`config.mk`:
```
export PLATFORM = sky130hd
export DESIGN_NAME = gconv_queue
export DESIGN_NICKNAME = d
export VERILOG_FILES = /design/src/rtl/gconv_pkg.sv /design/src/rtl/gconv_queue.sv
export SDC_FILE = /design/constraint.sdc
export NUM_CORES = 1
export LEC_CHECK = 0
export ABC_AREA = 1
export CAP_MARGIN = 20
export CORE_MARGIN = 8
export CORE_UTILIZATION = 40
export CTS_CLUSTER_SIZE = 12
export DETAILED_ROUTE_END_ITERATION = 10
export DONT_BUFFER_PORTS = 1
export PLACE_DENSITY = 0.6
export SETUP_SLACK_MARGIN = 0.4
export SLEW_MARGIN = 15
export SYNTH_ARGS = -nofsm -noshare
export SYNTH_HDL_FRONTEND = slang
export SYNTH_SLANG_ARGS = --single-unit
```
`constraint.sdc`:
```
create_clock -name clk -period 9.55 [get_ports clk]
set_input_delay 0.4775 -clock clk [delete_from_list [all_inputs] [get_ports clk]]
set_output_delay 0.4775 -clock clk [all_outputs]
set_load 0.01 [all_outputs]
```
`src/rtl/gconv_pkg.sv`:
```
// shared constants, codes and item types of the grouped convolution engine
`default_nettype none
package gconv_pkg;

	localparam int MAX_CHANNELS = 16;
	localparam int MAX_WIDTH    = 32;
	localparam int MAX_KERNEL   = 5;
	localparam int DATA_BITS    = 16;

	localparam int ACT_DEPTH  = MAX_CHANNELS * MAX_WIDTH * MAX_WIDTH;
	localparam int WGT_DEPTH  = MAX_CHANNELS * MAX_CHANNELS * MAX_KERNEL * MAX_KERNEL;
	localparam int BIAS_DEPTH = MAX_CHANNELS;
	localparam int ACT_AW     = $clog2(ACT_DEPTH);
	localparam int WGT_AW     = $clog2(WGT_DEPTH);
	localparam int BIAS_AW    = $clog2(BIAS_DEPTH);

	localparam int QUEUE_DEPTH = 4;
	localparam int QUEUE_AW    = $clog2(QUEUE_DEPTH);

	// item modes
	localparam logic [1:0] MODE_WGT  = 2'd0;
	localparam logic [1:0] MODE_BIAS = 2'd1;
	localparam logic [1:0] MODE_ACT  = 2'd2;
	localparam logic [1:0] MODE_READ = 2'd3;

	// register indexes
	localparam logic [2:0] REG_IN_CH  = 3'd0;
	localparam logic [2:0] REG_OUT_CH = 3'd1;
	localparam logic [2:0] REG_WIDTH  = 3'd2;
	localparam logic [2:0] REG_KERNEL = 3'd3;
	localparam logic [2:0] REG_PAD    = 3'd4;
	localparam logic [2:0] REG_STRIDE = 3'd5;
	localparam logic [2:0] REG_GROUPS = 3'd6;
	localparam logic [2:0] REG_BIAS   = 3'd7;

	typedef struct packed {
		logic [1:0]         mode;
		logic [13:0]        index;
		logic signed [15:0] value;
	} item_t;

	typedef struct packed {
		logic signed [31:0] result_value;
		logic               status;
	} res_t;

	typedef struct packed {
		logic [4:0] in_channels;
		logic [4:0] out_channels;
		logic [5:0] in_width;
		logic [2:0] kernel_width;
		logic [1:0] pad_width;
		logic [2:0] stride_step;
		logic [4:0] group_count;
		logic       bias_enable;
	} cfg_t;

	// decoded item handed from front to back
	typedef struct packed {
		logic [1:0]         mode;
		logic               bad;
		logic [13:0]        index;
		logic signed [15:0] value;
		logic [3:0]         oc;
		logic [5:0]         orow;
		logic [5:0]         ocol;
		logic [4:0]         ig;
		logic [3:0]         grp;
	} cmd_t;

endpackage
`default_nettype wire

```
`src/rtl/gconv_queue.sv`:
```
// short queue of decoded items between front and back
`default_nettype none
module gconv_queue import gconv_pkg::*; (
	input  wire logic clk,
	input  wire logic arst_n,
	input  wire cmd_t push_cmd,
	input  wire logic push_valid,
	output logic      push_ready,
	output cmd_t      pop_cmd,
	output logic      pop_valid,
	input  wire logic pop_ready
);

	cmd_t                  slot_q [QUEUE_DEPTH];
	logic [QUEUE_AW-1:0]   wr_ptr_q;
	logic [QUEUE_AW-1:0]   rd_ptr_q;
	logic [QUEUE_AW:0]     count_q;
	logic                  do_push;
	logic                  do_pop;

	assign push_ready = count_q != (QUEUE_AW+1)'(QUEUE_DEPTH);
	assign pop_valid  = count_q != '0;
	assign pop_cmd    = slot_q[rd_ptr_q];
	assign do_push    = push_valid && push_ready;
	assign do_pop     = pop_valid && pop_ready;

	always_ff @(posedge clk) begin
		if (do_push) begin
			slot_q[wr_ptr_q] <= push_cmd;
		end
	end

	always_ff @(posedge clk or negedge arst_n) begin
		if (!arst_n) begin
			wr_ptr_q <= '0;
			rd_ptr_q <= '0;
			count_q  <= '0;
		end else begin
			if (do_push) begin
				wr_ptr_q <= wr_ptr_q + 1'b1;
			end
			if (do_pop) begin
				rd_ptr_q <= rd_ptr_q + 1'b1;
			end
			if (do_push && !do_pop) begin
				count_q <= count_q + 1'b1;
			end else if (do_pop && !do_push) begin
				count_q <= count_q - 1'b1;
			end
		end
	end

endmodule
`default_nettype wire

```
Word level (Yosys, flattened, before mapping):

Memories as Yosys holds them, arrays and structs flattened.
Index checks and enable logic that the tools add are counted.

* bits in registers: 7
* output and inout port bits: 60
* input port bits: 62
* memories kept: 1
* word-level logic and storage cells: 21
* bits in writable memories: 232

* add/subtract/negate cells: 4
* eq/ne operators: 1
* reductions and logical operators: 8
* muxes and demuxes: 4

Memory list
* slot_q: words 4, bits a word 58, rd ports 1, clocked after Yosys merged registers in 0, wr ports 1, line gconv_queue.sv:14 `cmd_t slot_q [QUEUE_DEPTH];`

Operators by type and width (number)
* $mux W3: 2
* $add A2 B1 Y2 const B: 2
* $logic_and A1 B1 Y1: 4
* $add A3 B1 Y3 const B: 1
* $ne A3 B3 Y1 const B: 1
* $reduce_bool A3 Y1: 1
* $sub A3 B1 Y3 const B: 1
* $logic_not A1 Y1: 2
* $mux W1: 2
* $reduce_bool A2 Y1: 1

Depth between registers and ports, before layout:

* word-level depth: 6
* gate-level depth with buffers: 12
* gate-level depth less buffers: 12

Worst setup path before layout:

Ideal clock, no wire load.

* path kind: register to register
* start point: register count_q[0]
* end point: memory slot_q[0][0] in the netlist's numbering, enable pin
* period minus slack after synthesis: 3.727 ns
* data arrival time: 3.252 ns
* setup slack: 5.823 ns
* stages on the path, launching flop included: 5
* buffers on the path: 0
* cells stage by stage: dfrtp_1 -> inv_1 -> nand3_1 -> nand2_1 -> nor2_1

* word-level cells in the longest chain between the ends: 4

RTL lines
* start: declaration: line gconv_queue.sv:17 `logic [QUEUE_AW:0] count_q;`
* start signal: assignment: line gconv_queue.sv:46 `count_q <= count_q + 1'b1;`
* start signal: assignment: line gconv_queue.sv:48 `count_q <= count_q - 1'b1;`
* $ne A3 B3 Y1: line gconv_queue.sv:21 `assign push_ready = count_q != (QUEUE_AW+1)'(QUEUE_DEPTH);`
* net push_ready: line gconv_queue.sv:8 `output logic push_ready,`
* $logic_and A1 B1 Y1: line gconv_queue.sv:24 `assign do_push = push_valid && push_ready;`
* $mux W1: line gconv_queue.sv:28 `if (do_push) begin`
* $mux W1 (not written as such): line gconv_queue.sv:29 `slot_q[wr_ptr_q] <= push_cmd;`
* end: declaration: line gconv_queue.sv:14

The timed path passes the listed nets, and every way through them passes these cells.

==> impl_metrics.csv <==
group,metric,value,unit
drt,wl_per_cell,16.7,um
grt,grt_pass1_wl,28000,um
drt,vias,5119,
synth,ys_warn_count,0,
synth,synth_top_area_share,72.8,%
floorplan,fp-row-count,56,
place,place_hpwl,9880,um
sta,maxSlewHeadroom,36.7,%
synth,mappedNetlistArea,0.00958,mm2
sta,fin_setup_tns,0,ns
synth,syn-instance-count,736,
critical_path,cp-end-kind,"primary output",
floorplan,die_area,0.0291,mm2
sta,maxSlewViolCount,0,
synth,avgSynthCellArea,13.0,um2
critical_path,max_stage_delay,0.55,ns
layout,final_cell_area,0.0107,mm2
critical_path,cp_max_fo,121,
floorplan,core,0.0235,mm2
place,io_buffers,0,
grt,grt_max_degree,122,
critical_path,crit_top_cell,"nand2_1",
clock_network,htree_levels,1,
sta,tightest_slew,0.948,ns
pwr,peakVddDrop,0.153,mV
clock_network,clock_latency,0.51,ns
hold_path,hold_class,"input port to register",
sta,hold_viol,0,
clock_network,clkTransAtPathRegs,0.05,ns
clock_network,cts_tree,"yes",
sta,period_share,34.0,%
drt,postRouteAntennaNets,0,
place,placedInstanceArea,0.00987,mm2
critical_path,path_class,"register to primary output",
layout,final_cells,1071,
layout,utilization,45.5,%
drt,drt_wl_total,17800,um
clock_network,cts_resized,0,
clock_network,cts_max_path_buffers,3,
drt,drt_iter0_drc,252,
drt,via_per_inst,4.78,
critical_path,worstPathRequired,9.07,ns
synth,synth_cell_types,17,
drt,drtPass1Iterations,4,
synth,yosys-top-cells-area,"edfxtp_1 (73%), o211ai_1 (9.1%), nand2_1 (7.5%)",
clock_network,cts_buffers,26,
floorplan,die_h,171,um
grt,grt_overflow,0,
floorplan,die_w,171,um
pwr,pwr_density_cell,309,mW/mm2
synth,synth_seq_cells,239,
layout,area_growth,11.6,%
place,gp_congestion,0.759,
critical_path,start_kind,"register",
grt,antenna_found_initial,0,
flow_run,drv_cap,0,
layout,layout.nets,803,
layout,drive_above_1_share,6.25,%
place,dp.cells,1024,
clock_network,root_buffer,"clkbuf_16",
sta,timing.hold.ws,0.0569,ns
layout,num_antenna_cells,0,
sta,setup_violations,0,
floorplan,pin_count,122,
pwr,leakage,4.07,nW
clock_network,cts.sinks,239,
sta,rsz0062_at_grt,"no",
synth,yosys.area.top_type,"edfxtp_1",
sta,post-route-min-period,3.25,ns
drt,drc,0,
sta,fin_worst_skew,0.00504,ns
sta,clock.fmax,0.308,GHz
status,status,"complete, no violations",
critical_path,cp_cell_sequence,"inv_6 -> buf_4 -> buf_16 -> nand2_1 -> o211ai_1 -> nand2_1",
synth,ys_seq_area_share,74.6,%
grt,grtUsageTotal,12.4,%
critical_path,cpMaxStageDelayCell,"inv_6",
synth,synth_fp_nets,804,
critical_path,crit_arrival,2.77,ns
floorplan,start_util,40.8,%
grt,grt_pass1_vias,5039,
critical_path,r2r_slack,6.80,ns
## stage by stage
| stage | power (W) | setup WS, ns |
|---|---|---|
| 6_report | 0.00330 | 6.30 |
| 5_1_grt | 0.00354 | 6.07 |
| 4_1_cts | 0.00337 | 6.01 |
| 3_5_place_dp | 0.00244 | 6.61 |
| 3_3_place_gp | 0.00243 | 6.66 |
| 2_1_floorplan | 0.00222 | 5.82 |
## cells by family (layout without fill, tap and decap cells)
logic type,after synthesis,in the layout,synth area share (%)
DFF,239,239,74.6
buffers and inverters,170,186,7.24
xor gates and xnor gates,1,1,0.0915
AOI/OAI and AO/OA,117,117,9.15
adders and majority gates,6,6,0.862
and+or+nand+nor,203,203,8.08
## synth_stat cells (all sizes together)
cell,count
buf,28
clkbuf,10
dfrtp,7
edfxtp,232
fa,1
ha,5
inv,132
nand2,191
nand3,7
nand4,1
nor2,4
o211ai,116
o21ai,1
xnor2,1
## metal layers
layer / vias up / wire length (um) / global-route usage (%)
li1: 2554 / - / -
met1: 2422 / 7160 / 13.9
met2: 119 / 8690 / 21.6
met3: 24 / 1620 / 5.02
met4: 0 / 371 / 3.20
met5: - / 0 / 0
## worst max-delay path, delay by kind of cell, from the launching register on
kind            cells  cell delay (ns)
flops               1             0.44
simple gates        2             0.26
buf+inv             3             1.26
compound gates      1             0.11
## final timing paths
path	start	end	cells past startpoint
setup / recovery	rd_ptr_q[0]$_DFFE_PN0P_	pop_cmd[35]	6
hold / removal	push_cmd[37]	slot_q[1][37]$_DFFE_PP_	0
setup reg to reg	count_q[0]$_DFFE_PN0P_	slot_q[0][47]$_DFFE_PP_	5
hold reg to reg	count_q[2]$_DFFE_PN0P_	count_q[2]$_DFFE_PN0P_	2
max in group asynchronous	arst_n	rd_ptr_q[1]$_DFFE_PN0P_	1
min in group asynchronous	arst_n	rd_ptr_q[1]$_DFFE_PN0P_	1
## cell type report
class                   instances  area [um2]
fillers                      2063       12800
multi-input cells             327        1770
well taps                     319         399
clock inverters                 9        70.1
clock buffers                  36         709
inverters                     132         500
repair buffers                  9        90.1
flip-flops and latches        239        7140
## cells in the final DEF, fill, tap and decap left out
master,Yosys,final
edfxtp_1,232,232
nand2_1,191,191
inv_1,130,130
o211ai_1,116,116
clkbuf_16,0,27
clkbuf_1,10,9
nand3_1,7,7
buf_4,3,7
dfrtp_1,7,6
ha_1,5,5
nor2_4,0,4
clkinv_1,0,4
clkinvlp_4,0,2
clkinv_2,0,2
inv_6,0,1
inv_2,2,1
o21ai_0,1,1
xnor2_1,1,1
nand4_1,1,1
fa_1,1,1
bufinv_16,0,1
dlygate4sd3_1,0,1
dfrtp_2,0,1
buf_16,0,1
## sequential cells by signal, indices dropped and copies added (netlist names)
name / count
count_q: 3
rd_ptr_q: 2
wr_ptr_q: 2
slot_q: 232
## power breakdown
group / internal, W / switching (W) / leakage [nW]
registers: 0.00138 / 0.0000479 / 2.21
logic: 0.000240 / 0.000725 / 1.49
clock network: 0.000541 / 0.000365 / 0.372
total: 0.00216 / 0.00114 / 4.07
## repair_timing
item	4_1_cts	5_1_grt
hold endpoints to repair	7	0
buffers inserted	0	0
hold buffers	1	0
(Power assumes the default switching activity.)
