==> config.mk <==
export PLATFORM = sky130hd
export DESIGN_NAME = gconv_front
export DESIGN_NICKNAME = d
export VERILOG_FILES = /design/src/rtl/gconv_pkg.sv /design/src/rtl/gconv_front.sv
export SDC_FILE = /design/constraint.sdc
export NUM_CORES = 1
export LEC_CHECK = 0
export BUFFER_PORTS_ARGS = -buffer_cell sky130_fd_sc_hd__buf_4
export CAP_MARGIN = 15
export CORE_AREA = 2 2 137 139
export DETAILED_ROUTE_END_ITERATION = 16
export DIE_AREA = 0 0 139 141
export PLACE_DENSITY_LB_ADDON = 0.2
export SLEW_MARGIN = 20
export SYNTH_ARGS = -nofsm -noshare
export SYNTH_HDL_FRONTEND = slang
export SYNTH_SLANG_ARGS = --single-unit
export TNS_END_PERCENT = 10
==> constraint.sdc <==
create_clock -name clk -period 3.7 [get_ports clk]
set_clock_uncertainty 0.05 [all_clocks]
set_input_delay 0.74 -clock clk [delete_from_list [all_inputs] [get_ports clk]]
set_output_delay 0.74 -clock clk [all_outputs]
set_load 0.02 [all_outputs]
==> src/rtl/gconv_pkg.sv <==
// shared constants, codes and item types of the grouped convolution engine
`default_nettype none
package gconv_pkg;

	localparam int MAX_CHANNELS = 16;
	localparam int MAX_WIDTH    = 32;
	localparam int MAX_KERNEL   = 5;
	localparam int DATA_BITS    = 16;

	localparam int ACT_DEPTH  = MAX_CHANNELS * MAX_WIDTH * MAX_WIDTH;
	localparam int WGT_DEPTH  = MAX_CHANNELS * MAX_CHANNELS * MAX_KERNEL * MAX_KERNEL;
	localparam int BIAS_DEPTH = MAX_CHANNELS;
	localparam int ACT_AW     = $clog2(ACT_DEPTH);
	localparam int WGT_AW     = $clog2(WGT_DEPTH);
	localparam int BIAS_AW    = $clog2(BIAS_DEPTH);

	localparam int QUEUE_DEPTH = 4;
	localparam int QUEUE_AW    = $clog2(QUEUE_DEPTH);

	// item modes
	localparam logic [1:0] MODE_WGT  = 2'd0;
	localparam logic [1:0] MODE_BIAS = 2'd1;
	localparam logic [1:0] MODE_ACT  = 2'd2;
	localparam logic [1:0] MODE_READ = 2'd3;

	// register indexes
	localparam logic [2:0] REG_IN_CH  = 3'd0;
	localparam logic [2:0] REG_OUT_CH = 3'd1;
	localparam logic [2:0] REG_WIDTH  = 3'd2;
	localparam logic [2:0] REG_KERNEL = 3'd3;
	localparam logic [2:0] REG_PAD    = 3'd4;
	localparam logic [2:0] REG_STRIDE = 3'd5;
	localparam logic [2:0] REG_GROUPS = 3'd6;
	localparam logic [2:0] REG_BIAS   = 3'd7;

	typedef struct packed {
		logic [1:0]         mode;
		logic [13:0]        index;
		logic signed [15:0] value;
	} item_t;

	typedef struct packed {
		logic signed [31:0] result_value;
		logic               status;
	} res_t;

	typedef struct packed {
		logic [4:0] in_channels;
		logic [4:0] out_channels;
		logic [5:0] in_width;
		logic [2:0] kernel_width;
		logic [1:0] pad_width;
		logic [2:0] stride_step;
		logic [4:0] group_count;
		logic       bias_enable;
	} cfg_t;

	// decoded item handed from front to back
	typedef struct packed {
		logic [1:0]         mode;
		logic               bad;
		logic [13:0]        index;
		logic signed [15:0] value;
		logic [3:0]         oc;
		logic [5:0]         orow;
		logic [5:0]         ocol;
		logic [4:0]         ig;
		logic [3:0]         grp;
	} cmd_t;

endpackage
`default_nettype wire

==> src/rtl/gconv_front.sv <==
// front end: accepts items, checks the configuration and splits read indexes
`default_nettype none
module gconv_front import gconv_pkg::*; (
	input  wire logic  clk,
	input  wire logic  arst_n,
	input  wire cfg_t  cfg,
	input  wire item_t item,
	input  wire logic  item_valid,
	output logic       item_ready,
	output cmd_t       cmd,
	output logic       cmd_valid,
	input  wire logic  cmd_ready
);

	localparam logic [2:0] F_IDLE = 3'd0;
	localparam logic [2:0] F_DIV  = 3'd1;
	localparam logic [2:0] F_MUL1 = 3'd2;
	localparam logic [2:0] F_MUL2 = 3'd3;
	localparam logic [2:0] F_CHK  = 3'd4;
	localparam logic [2:0] F_PUSH = 3'd5;

	localparam logic [2:0] DV_IG  = 3'd0;
	localparam logic [2:0] DV_OG  = 3'd1;
	localparam logic [2:0] DV_OW  = 3'd2;
	localparam logic [2:0] DV_OC  = 3'd3;
	localparam logic [2:0] DV_ROW = 3'd4;
	localparam logic [2:0] DV_G   = 3'd5;

	logic [2:0]  state_q;
	logic [2:0]  div_sel_q;
	logic [13:0] num_q;
	logic [10:0] den_q;
	logic [5:0]  quo_q;
	cmd_t        cmd_q;
	logic [4:0]  ig_q;
	logic [4:0]  og_q;
	logic [5:0]  ow_q;
	logic [10:0] osz_q;
	logic [14:0] total_q;

	logic        base_ok;
	logic [6:0]  pw;
	logic        pw_ok;
	logic        div_ge;

	assign base_ok = (cfg.in_channels != 5'd0) && (cfg.in_channels <= 5'(MAX_CHANNELS)) &&
		(cfg.out_channels != 5'd0) && (cfg.out_channels <= 5'(MAX_CHANNELS)) &&
		(cfg.in_width != 6'd0) && (cfg.in_width <= 6'(MAX_WIDTH)) &&
		(cfg.kernel_width != 3'd0) && (cfg.kernel_width <= 3'(MAX_KERNEL)) &&
		(cfg.stride_step != 3'd0) && (cfg.group_count != 5'd0);
	assign pw     = {1'b0, cfg.in_width} + {4'b0, cfg.pad_width, 1'b0};
	assign pw_ok  = pw >= {4'b0, cfg.kernel_width};
	assign div_ge = num_q >= {3'b0, den_q};

	assign item_ready = (state_q == F_IDLE);
	assign cmd_valid  = (state_q == F_PUSH);
	assign cmd        = cmd_q;

	always_ff @(posedge clk or negedge arst_n) begin
		if (!arst_n) begin
			state_q <= F_IDLE;
		end else begin
			unique case (state_q)
				F_IDLE: begin
					if (item_valid) begin
						cmd_q.mode  <= item.mode;
						cmd_q.index <= item.index;
						cmd_q.value <= item.value;
						cmd_q.bad   <= 1'b0;
						cmd_q.oc    <= 4'd0;
						cmd_q.orow  <= 6'd0;
						cmd_q.ocol  <= 6'd0;
						cmd_q.ig    <= 5'd0;
						cmd_q.grp   <= 4'd0;
						if (item.mode != MODE_READ) begin
							state_q <= F_PUSH;
						end else if (!base_ok) begin
							cmd_q.bad <= 1'b1;
							state_q   <= F_PUSH;
						end else begin
							num_q     <= {9'b0, cfg.in_channels};
							den_q     <= {6'b0, cfg.group_count};
							quo_q     <= 6'd0;
							div_sel_q <= DV_IG;
							state_q   <= F_DIV;
						end
					end
				end
				F_DIV: begin
					if (div_ge) begin
						num_q <= num_q - {3'b0, den_q};
						quo_q <= quo_q + 6'd1;
					end else begin
						unique case (div_sel_q)
							DV_IG: begin
								if (num_q != 14'd0) begin
									cmd_q.bad <= 1'b1;
									state_q   <= F_PUSH;
								end else begin
									ig_q      <= quo_q[4:0];
									num_q     <= {9'b0, cfg.out_channels};
									den_q     <= {6'b0, cfg.group_count};
									quo_q     <= 6'd0;
									div_sel_q <= DV_OG;
								end
							end
							DV_OG: begin
								if (num_q != 14'd0 || !pw_ok) begin
									cmd_q.bad <= 1'b1;
									state_q   <= F_PUSH;
								end else begin
									og_q      <= quo_q[4:0];
									num_q     <= {7'b0, pw - {4'b0, cfg.kernel_width}};
									den_q     <= {8'b0, cfg.stride_step};
									quo_q     <= 6'd0;
									div_sel_q <= DV_OW;
								end
							end
							DV_OW: begin
								ow_q    <= quo_q + 6'd1;
								state_q <= F_MUL1;
							end
							DV_OC: begin
								// remainder stays in num_q as the position
								cmd_q.oc  <= quo_q[3:0];
								den_q     <= {5'b0, ow_q};
								quo_q     <= 6'd0;
								div_sel_q <= DV_ROW;
							end
							DV_ROW: begin
								cmd_q.orow <= quo_q;
								cmd_q.ocol <= num_q[5:0];
								num_q      <= {10'b0, cmd_q.oc};
								den_q      <= {6'b0, og_q};
								quo_q      <= 6'd0;
								div_sel_q  <= DV_G;
							end
							DV_G: begin
								cmd_q.grp <= quo_q[3:0];
								cmd_q.ig  <= ig_q;
								state_q   <= F_PUSH;
							end
							default: begin
								state_q <= F_IDLE;
							end
						endcase
					end
				end
				F_MUL1: begin
					osz_q   <= {5'b0, ow_q} * {5'b0, ow_q};
					state_q <= F_MUL2;
				end
				F_MUL2: begin
					total_q <= {10'b0, cfg.out_channels} * {4'b0, osz_q};
					state_q <= F_CHK;
				end
				F_CHK: begin
					if ({1'b0, cmd_q.index} >= total_q) begin
						cmd_q.bad <= 1'b1;
						state_q   <= F_PUSH;
					end else begin
						num_q     <= cmd_q.index;
						den_q     <= osz_q;
						quo_q     <= 6'd0;
						div_sel_q <= DV_OC;
						state_q   <= F_DIV;
					end
				end
				F_PUSH: begin
					if (cmd_ready) begin
						state_q <= F_IDLE;
					end
				end
				default: begin
					state_q <= F_IDLE;
				end
			endcase
		end
	end

endmodule
`default_nettype wire

=== After elaboration in Yosys (flattened, before gate mapping) ===
Cells that the tools add are included.

* Register bits after elaboration: 137
* Input bits: 66
* Output and inout bits: 60
* Word-level logic and storage cells: 164

* Add/subtract/negate cells: 4
* Multipliers: 2
* Magnitude comparators: 7
* Eq/ne operators: 32
* Mux-type cells: 60
* Bitwise logic cells: 3
* Reduce and logical (&&, ||, !) cells: 37

{| class="wikitable"
|+ Operators with widths
! kind !! count
|-
| $mux 14 || 7
|-
| $pmux 14 s3 || 2
|-
| $mux 11 || 7
|-
| $mux 56 || 1
|-
| $pmux 25 s2 || 1
|-
| $mux 3 || 15
|-
| $pmux 11 s4 || 1
|-
| $mux 6 || 7
|-
| $pmux 6 s3 || 2
|-
| $pmux 11 s3 || 1
|-
| $mux 25 || 1
|-
| $reduce_and 5->1 || 5
|-
| $pmux 3 s6 || 1
|-
| $reduce_and 9->1 || 2
|-
| $ge 14x15->1 || 1
|-
| $mul 5x11->15 || 1
|-
| $pmux 3 s5 || 1
|-
| $reduce_bool 5->1 || 3
|-
| $ge 14x11->1 || 1
|-
| $ne 2x2->1 const B || 7
|-
| $reduce_bool 14->1 || 1
|-
| $sub 14x11->14 || 1
|-
| $eq 3x2->1 const B || 4
|-
| $eq 3x3->1 const B || 4
|-
| other kinds (39) || 68
|}

=== Longest topological paths before layout ===
Gate-level depths: netlist (run 1).

* Word-level depth: 14
* Gate-level depth with buffers: 15
* Gate-level depth less buffers: 15

=== Worst setup path before layout (run 1) ===
OpenSTA, ideal clock, no wires.

* Path kind: input port to flip-flop
* Start: input port cfg[24] in the netlist's numbering
* End: register total_q[14] (data pin)
* Setup time: 0.260 ns
* Arrival: 4.157 ns
* Required time: 3.390 ns
* Setup slack: -0.767 ns
* Cell stages on the path: 15
* Buffers on the path: 1
* Cells stage by stage: clkbuf_1 > nand2_1 > fa_1 > inv_1 > fa_1 > inv_1 > fa_1 > inv_1 > ha_1 > a21o_1 > a21oi_1 > o21ai_0 > a31o_2 > a21oi_1 > xnor2_1

* Cells in the longest elaborated chain, start to end: 1

{| class="wikitable"
|+ RTL lines
! what !! line !! text
|-
| start: declaration || gconv_front.sv:6 || <nowiki>input wire cfg_t cfg,</nowiki>
|-
| $mul 5x11->15 || gconv_front.sv:154 || <nowiki>total_q <= {10'b0, cfg.out_channels} * {4'b0, osz_q};</nowiki>
|-
| end signal: assignment || gconv_front.sv:154 ||
|-
| end: declaration || gconv_front.sv:39 || <nowiki>logic [14:0] total_q;</nowiki>
|}

Every way passes these cells.
A chain may end at the register's enable or synchronous reset.

=== Worst setup path in the final report (run 1) ===
* Start: input port cfg[23] in the netlist's numbering
* End: register total_q[13] (data pin)

Same word-level chain as after synthesis.

==> results_dict.tcl, run 1 <==
set metrics [dict create \
    holdCritPathClass "primary input to async pin" \
    grt_pass1_wl_mm 35.85 \
    critPathArrivalTime_ns 3.84 \
    cts_sinks 136 \
    cts_tree "yes" \
    drt_iter0_markers 592 \
    grt_util_all_layers_pct 23.53 \
    busiest_layer "met2" \
    initial_utilization_pct 49.14 \
    synth_top_cell_by_area "edfxtp_1" \
    clock_latency_ns 0.42 \
    yosys_most_used_dff "edfxtp_1" \
    ys_warn_count 0 \
    final_util_pct 61.99 \
    timing.final.crit_period_ns 3.719 \
    wire_per_inst_um 17.79 \
    met1_usage_pct 29.76 \
    yosys-top-cells-area "edfxtp_1 44%, ha_1 9.1%, fa_1 7.8%" \
    final_common_cell "buf_4" \
    outcome "complete, but fails checks" \
    wl_mm 22.20 \
    htreeDepth 4 \
    dp_slack_ns -0.4709 \
    endpoint_kind "register" \
    power.switching_mw 2.818 \
    hold_violations 0 \
    die_width_um 139 \
    io_buffers 124 \
    worstPathMaxFanout 8 \
    avgViaCountPerCell 5.487 \
    vias 6848 \
    drt.antenna.violating_nets 0 \
    max_slew_margin_pct 44.14 \
    final_layout_size_suffix_gt1_share_pct 26.53 \
    antenna_cells 0 \
    yosys_register_bits 136 \
    synth_cells 824 \
    startpoint "cfg[23]" \
    syn_to_final_growth_pct 26.15 \
    dp_hpwl_mm 17.47 \
    synth_edf_count 133 \
    p_clk_share_pct 22.8 \
    core_um2 18270 \
    power_density_nw_per_um2 650.4 \
    dr.pass1.iters 5 \
    seqPwrFrac_pct 33.6 \
    regToRegStartpoint "osz_q[7]" \
    grtUsageMet3_pct 5.061 \
    pwr-share-comb_pct 43.6 \
    final_nets 1167 \
    slew_violations 0 \
    instances_no_fill 1248 \
    fin_ws_ns -0.01927 \
    clk_pin_slew_worst_paths_ns 0.07 \
    yosysUniqueCellTypes 71 \
    grt_max_degree 33 \
    worst_pin_slew_ns 0.8348 \
    power.leakage_nw 4.792 \
    async_reset_ff_share_pct 2.206 \
    drv_cap 0 \
    finalCritPeriodShare_pct 100.5 \
    holdWs_ns 0.07249 \
    syn_area_per_cell_um2 10.89 \
    cts_buffers 17 \
    p_int_mw 4.547 \
    antenna_found_initial 0 \
    ys_seq_area_share_pct 45.33 \
    critPathRequiredTime_ns 3.82 \
    gp_congestion 0.9226 \
    root_buffer "clkbuf_16" \
    switching_share_pct 38.26 \
    peakVddDrop_v 0.0003614 \
    grt_pass1_vias 6987 \
    final_cell_mix "178 x buf_4, 133 x edfxtp_1, 86 x inv_1" \
    setup_viol 1 \
    dieArea_um2 19600 \
    cts_max_path_buffers 2 \
    rsz0062_at_grt "yes" \
    placed_cells 1214 \
    grt_overflow 0 \
    die_y_um 141 \
    timing.fmax_mhz 268.9 \
    syn_area_um2 8976 \
    start_kind "primary input" \
    setup_tns_ns -0.01927 \
    rows 50 \
    post-synth-top-area-fraction_pct 44.49 \
    drc 0 \
    grtUsageMet2_pct 41.15 \
    crit_type "primary input to register" \
    num_io_pins 126 \
    violations "negative setup slack" \
]
-- Yosys cell counts, types with 10 or more instances --
master / count
a21oi_1: 34
and2_1: 64
and3_1: 10
clkbuf_1: 21
edfxtp_1: 133
fa_1: 35
ha_1: 65
inv_1: 93
nand2_1: 57
nand2b_1: 11
nand3_1: 13
nor2_1: 58
nor2b_1: 10
nor3_1: 16
o21ai_0: 27
xnor2_1: 31
xor2_1: 11
-- what timing repair did --
| item | in CTS | in global routing |
|---|---|---|
| buffers inserted | 0 | 2 |
| hold endpoints to repair | 0 | 0 |
| endpoints found under the setup margin | 2 | 8 |
| resized for setup | 2 | 17 |
| pin swaps | 2 | 12 |
| hold buffers | 0 | 0 |
-- flip-flops by register name, summed over array words and instances, names as in the netlist --
name	cells
state_q	3
og_q	5
num_q	14
ig_q	5
quo_q	6
cmd	58
den_q	11
total_q	15
div_sel_q	3
ow_q	6
osz_q	10
-- per-stage QoR --
stage                     power, mW  instance area (um^2)
final                         7.365                 11320
after global placement        5.576                 10650
after floorplan               4.613                  9144
after detailed placement      5.623                 10650
after CTS                     7.341                 11250
after global routing          7.810                 11320
-- logic make-up (layout without fill, tap and decap cells) --
logic type	count (synthesis)	in the layout	synth area share [%]
simple gates	277	277	16.64
compound gates	145	145	11.22
xor+xnor	43	43	4.279
buf+inv	117	305	4.921
flops	136	136	45.33
other cells	1	3	0.04178
mux	5	5	0.6970
fa+ha+maj	100	100	16.87
-- routing by layer --
layer	share of wire [%]	up-vias
li1	-	3272
met1	41	3317
met2	51	225
met3	6.2	34
met4	1.8	0
met5	0	-
-- power by group through the flow --
stage	combinational, mW	clock (mW)	sequential, mW
final	3.21	1.68	2.48
after global routing	3.53	1.77	2.51
after CTS	3.17	1.70	2.47
after detailed placement	3.12	0	2.50
after global placement	3.08	0	2.49
after floorplan	2.11	0	2.50
-- worst max-delay path, stage by stage --
cell and delay [ns]:
buf_4 0.13, nand2_1 0.08, fa_1 0.50, inv_1 0.05
fa_1 0.51, inv_1 0.06, fa_1 0.49, inv_2 0.05
ha_4 0.20, a21o_1 0.20, a21oi_4 0.19, buf_4 0.15
nor3b_1 0.05, a2111oi_2 0.33, nand3_2 0.10
-- final cells by class --
cell class / instances / area [um^2]
clock buffer: 17 / 425.4
inverter: 93 / 349.1
multi-input combinational: 573 / 4659
fill: 1526 / 6944
tap: 234 / 292.8
timing repair buffer: 180 / 1371
clock inverter: 15 / 156.4
sequential: 136 / 4069
-- worst paths after layout --
| check | to | slack, ns | cells past startpoint |
|---|---|---|---|
| worst min-delay path | state_q[1] | 0.07 | 1 |
| worst min register to register | cmd[4] | 0.47 | 1 |
| max in group asynchronous | state_q[2] | 3.39 | 1 |
| worst max register to register | total_q[13] | 0 | 13 |
| min in group clk | cmd[48] | 0.44 | 1 |
| worst max-delay path | total_q[13] | -0.02 | 15 |
Power figures use the tool's default switching activity.
==> run 2, diff against run 1 <==
==> constraint.sdc (replaced) <==
create_clock -name clk -period 4.5 [get_ports clk]
set_clock_uncertainty 0.05 [all_clocks]
set_input_delay 0.9 -clock clk [delete_from_list [all_inputs] [get_ports clk]]
set_output_delay 0.9 -clock clk [all_outputs]
set_load 0.02 [all_outputs]
==> run 2 against run 1 <==
The run now ends clean. Hold slack improved by 0.16 ns. Worst setup slack improved by 0.30 ns. Sequential cell count did not move. Largest cell class unchanged.
==> results_dict.tcl, run 2 (synthesis gave the netlist of run 1 again) <==
set metrics [dict create \
    outcome "complete, no violations" \
    cts_sinks 136 \
    regToRegStartpoint "osz_q[2]" \
    initial_utilization_pct 49.14 \
    drv_cap 0 \
    total_power_mw 5.947 \
    switching_share_pct 37.96 \
    syn_to_final_growth_pct 21.29 \
    final_util_pct 59.60 \
    drt.antenna.violating_nets 0 \
    timing.fmax_mhz 237.1 \
    dr.pass1.iters 8 \
    rr_worst_depth 13 \
    cts_tree "yes" \
    wl_mm 21.96 \
    wire_per_inst_um 18.09 \
    root_buffer "clkbuf_16" \
    setup_viol 0 \
    grt_util_all_layers_pct 22.90 \
    power_density_nw_per_um2 546.3 \
    power.leakage_nw 4.613 \
    grt_pass1_vias 6579 \
    timing.final.crit_period_ns 4.218 \
    largest_reg_flops 58 \
    cts_resized 0 \
    avgViaCountPerCell 5.593 \
    vias 6790 \
    ctsHoldBuffers 0 \
    drt_iter0_markers 622 \
    setup_tns_ns 0 \
    final_common_cell "buf_4" \
    clk_pin_slew_worst_paths_ns 0.06 \
    final_cell_mix "146 x buf_4, 133 x edfxtp_1, 93 x inv_1" \
    dieArea_um2 19600 \
    holdCritPathClass "primary input to async pin" \
    seqPwrFrac_pct 34.4 \
    endpoint_kind "register" \
    grt_overflow 0 \
    post_cts_buffers 0 \
    power.switching_mw 2.257 \
    die_width_um 139 \
    gp_congestion 0.8623 \
    antenna_cells 0 \
    start_kind "primary input" \
    die_y_um 141 \
    crit_type "primary input to register" \
    grt_pass1_wl_mm 34.95 \
    clock_latency_ns 0.42 \
    peakVddDrop_v 0.0003619 \
    rows 50 \
    slew_violations 0 \
    hold_violations 0 \
    worst_pin_slew_ns 0.9066 \
    critPathArrivalTime_ns 4.33 \
    pwr-share-comb_pct 41.4 \
    final_nets 1133 \
    p_clk_share_pct 24.2 \
    startpoint "cfg[24]" \
    num_io_pins 126 \
    cts_max_path_buffers 2 \
    critPathRequiredTime_ns 4.61 \
    finalCritPeriodShare_pct 93.73 \
    p_int_mw 3.690 \
    antenna_found_initial 0 \
    worstPathMaxFanout 8 \
    final_layout_size_suffix_gt1_share_pct 20.82 \
    dp_hpwl_mm 16.85 \
    max_slew_margin_pct 39.09 \
    grt_max_degree 33 \
    drc 0 \
    cts_buffers 17 \
    rsz0062_at_grt "no" \
    htreeDepth 4 \
    core_um2 18270 \
    io_buffers 124 \
]
[run 2: changes by cell type in the layout (fill, tap and decap cells not counted), moves of 3 or more]
cell      change
ha_4          -8
and2_4        -5
inv_2         -7
and2_1        +5
buf_4        -32
ha_1          +8
inv_1         +7
clkinv_4      -3
[run 2: stage by stage]
step | setup slack, ns | area [um^2] | hold slack, ns | cells
final | 0.2822 | 10890 | 0.2299 | 1214
after global routing | 0.08295 | 10890 | 0.2148 | 1214
after CTS | 0.3160 | 10890 | 0.2165 | 1214
after detailed placement | -0.1285 | 10280 | 0.4566 | 1182
after global placement | -0.05632 | 10280 | 0.4582 | 1182
after floorplan | -0.03937 | 8990 | 0.4362 | 826
[run 2: power by group through the flow]
stage	logic [mW]	clock network [mW]	registers, mW
after floorplan	1.68	0	2.06
after global placement	2.40	0	2.06
after detailed placement	2.43	0	2.07
after CTS	2.45	1.46	2.04
after global routing	2.73	1.52	2.07
final	2.46	1.44	2.05
[run 2: worst max-delay path, cell delays in order]
cell and delay, ns:
buf_4 0.16, nand2_1 0.10, fa_1 0.55, inv_1 0.06, fa_1 0.53, inv_1 0.06
fa_1 0.53, inv_1 0.04, ha_1 0.30, a21o_1 0.17, a21oi_2 0.25, o21ai_0 0.17
a31o_2 0.27, a21oi_1 0.16, xnor2_1 0.09
[run 2: final timing paths]
| check | end | slack (ns) |
|---|---|---|
| worst max register to register | total_q[13] | 0.40 |
| worst min register to register | cmd[6] | 0.47 |
| worst min-delay path | state_q[2] | 0.23 |
| worst max-delay path | total_q[14] | 0.28 |
| max in group asynchronous | state_q[0] | 4.04 |
| min in group clk | cmd[6] | 0.47 |
[run 2: area by class of cell]
class,count,area (um^2)
fill,1544,7381
sequential,136,4069
multi-input combinational,573,4477
clock inverter,15,177.7
inverter,93,349.1
timing repair buffer,146,1096
tap,234,292.8
clock buffer,17,425.4
[run 2: metal layers]
layer  wire length [um]  global-route usage, %  vias to the layer above
met1               9654                  31.34                     3303
li1                   -                      -                     3209
met2              10670                  37.96                      250
met3               1281                  4.178                       28
met4                359                  6.061                        0
met5                  0                      0                        -
==> run 3, diff against run 2 <==
--- a/config.mk
+++ b/config.mk
@@ -7,9 +7,9 @@
 export LEC_CHECK = 0
 export BUFFER_PORTS_ARGS = -buffer_cell sky130_fd_sc_hd__buf_4
 export CAP_MARGIN = 15
-export CORE_AREA = 2 2 137 139
+export CORE_AREA = 2 2 123 155
 export DETAILED_ROUTE_END_ITERATION = 16
-export DIE_AREA = 0 0 139 141
+export DIE_AREA = 0 0 125 157
 export PLACE_DENSITY_LB_ADDON = 0.2
 export SLEW_MARGIN = 20
 export SYNTH_ARGS = -nofsm -noshare
==> run 3 against run 2 <==
Non-clock buffer count up 1. Sequential cell count did not move. Global-route usage shrank 0.98 points. Sequential share of layout area about the same. Final cell count is 0.25% lower. Critical path depth did not move. Largest cell class unchanged. Largest power group unchanged.
==> results_dict.tcl, run 3 (synthesis gave the netlist of run 1 again) <==
set metrics [dict create \
    critPathArrivalTime_ns 4.32 \
    clock_latency_ns 0.41 \
    ctsHoldBuffers 0 \
    critPathMaxStageDelay_ns 0.54 \
    worst_pin_slew_ns 0.8775 \
    dieArea_um2 19630 \
    setup_viol 0 \
    final_cell_mix "147 x buf_4, 133 x edfxtp_1, 93 x inv_1" \
    cts_max_path_buffers 2 \
    drc 0 \
    endpoint "total_q[14]" \
    slew_violations 0 \
    timing.fmax_mhz 237.1 \
    fin_ws_ns 0.2815 \
    io_buffers 124 \
    dp_slack_ns -0.1266 \
    post_cts_buffers 0 \
    max_slew_margin_pct 41.05 \
    rsz0062_at_grt "no" \
    slowest_stage "fa_1" \
    startpoint "cfg[24]" \
    power.leakage_nw 4.627 \
    worstPathMaxFanout 8 \
    drv_cap 0 \
    crit_type "primary input to register" \
    outcome "complete, no violations" \
    largest_reg_flops 58 \
    drt.antenna.violating_nets 0 \
    antenna_found_initial 2 \
    cts_sinks 136 \
    final_layout_size_suffix_gt1_share_pct 20.80 \
    finalCritPeriodShare_pct 93.74 \
    regToRegStartpoint "osz_q[2]" \
    final_nets 1134 \
    wl_mm 21.75 \
    htreeDepth 4 \
    final_common_cell "buf_4" \
    r2r_end "total_q[13]" \
    endpoint_kind "register" \
    die_y_um 157 \
    grt_overflow 0 \
    rows 55 \
    cts_resized 0 \
    crit_path_cell_trace "buf_4 -> nand2_1 -> fa_1 -> inv_1 -> fa_1 -> inv_1 -> fa_1 -> inv_1 -> ha_1 -> a21o_1 -> a21oi_2 -> o21ai_0 -> a31o_2 -> a21oi_1 -> xnor2_1" \
    reg2reg_slack_ns 0.34 \
    dpl_cell_area_um2 10280 \
    drt_iter0_markers 502 \
    num_io_pins 126 \
    hold_violations 0 \
    avgViaCountPerCell 5.553 \
    grt_max_degree 33 \
    cts_tree "yes" \
    peakVddDrop_v 0.0003863 \
    initial_utilization_pct 49.78 \
    cts_buffers 17 \
    clk_pin_slew_worst_paths_ns 0.06 \
    grt_pass1_vias 6578 \
    grt_util_all_layers_pct 21.92 \
    core_um2 18030 \
    syn_to_final_growth_pct 21.37 \
    setup_tns_ns 0 \
    holdCritPathClass "primary input to async pin" \
    wire_per_inst_um 17.96 \
    power_density_nw_per_um2 544.9 \
    vias 6725 \
    stdcell_area_um2 10890 \
    gp_congestion 0.9177 \
    root_buffer "clkbuf_16" \
    die_width_um 125 \
    critPathRequiredTime_ns 4.60 \
    dp_hpwl_mm 16.98 \
    dr.pass1.iters 5 \
    grt_pass1_wl_mm 33.69 \
    start_kind "primary input" \
    rr_worst_depth 13 \
    timing.final.crit_period_ns 4.219 \
]
[run 3: routing by layer]
| metal | up-vias | track usage [%] | part of all wire [%] |
|---|---|---|---|
| met4 | 0 | 9.524 | 3.4 |
| met1 | 3265 | 26.89 | 41 |
| met2 | 207 | 38.22 | 51 |
| met3 | 45 | 3.773 | 4.8 |
| li1 | 3208 | - | - |
| met5 | - | 0 | 0 |
[run 3: power breakdown]
part           switching [mW]  internal (mW)
clock                   0.599          0.842
sequential              0.230           1.82
combinational            1.42           1.02
total                    2.25           3.69
[run 3: cell type report]
cell class	count	area [um^2]
antenna	2	5.005
clock buffer	17	425.4
clock inverter	15	180.2
fill	1533	7136
inverter	93	349.1
multi-input combinational	573	4477
sequential	136	4069
tap	228	285.3
timing repair buffer	147	1104
[run 3: stage by stage]
step / utilization (%) / power, mW / hold slack, ns / cells
floorplan: - / 3.742 / 0.4362 / 826
global placement: 57.04 / 4.445 / 0.4537 / 1177
detailed placement: 57.04 / 4.487 / 0.4626 / 1177
CTS: 60.40 / 5.934 / 0.2296 / 1209
global route: 60.42 / 6.278 / 0.2306 / 1211
finish: 60.42 / 5.936 / 0.2418 / 1211
[run 3: critical path, delay by kind of cell]
kind	cells	cell delay [ns]
simple gates	1	0.09
xor+xnor	1	0.09
buf+inv	4	0.28
compound gates	5	1.05
fa+ha+maj	4	1.90
[run 3: how the worst min path moves through the flow]
| stage | cells after the start | start | to |
|---|---|---|---|
| 2_1_floorplan | 0 | quo_q[1] | ig_q[1] |
| 3_3_place_gp | 1 | ig_q[0] | cmd[4] |
| 3_5_place_dp | 1 | ig_q[4] | cmd[8] |
| 4_1_cts | 1 | arst_n | state_q[1] |
| 5_1_grt | 1 | arst_n | state_q[1] |
| 6_report | 1 | arst_n | state_q[1] |
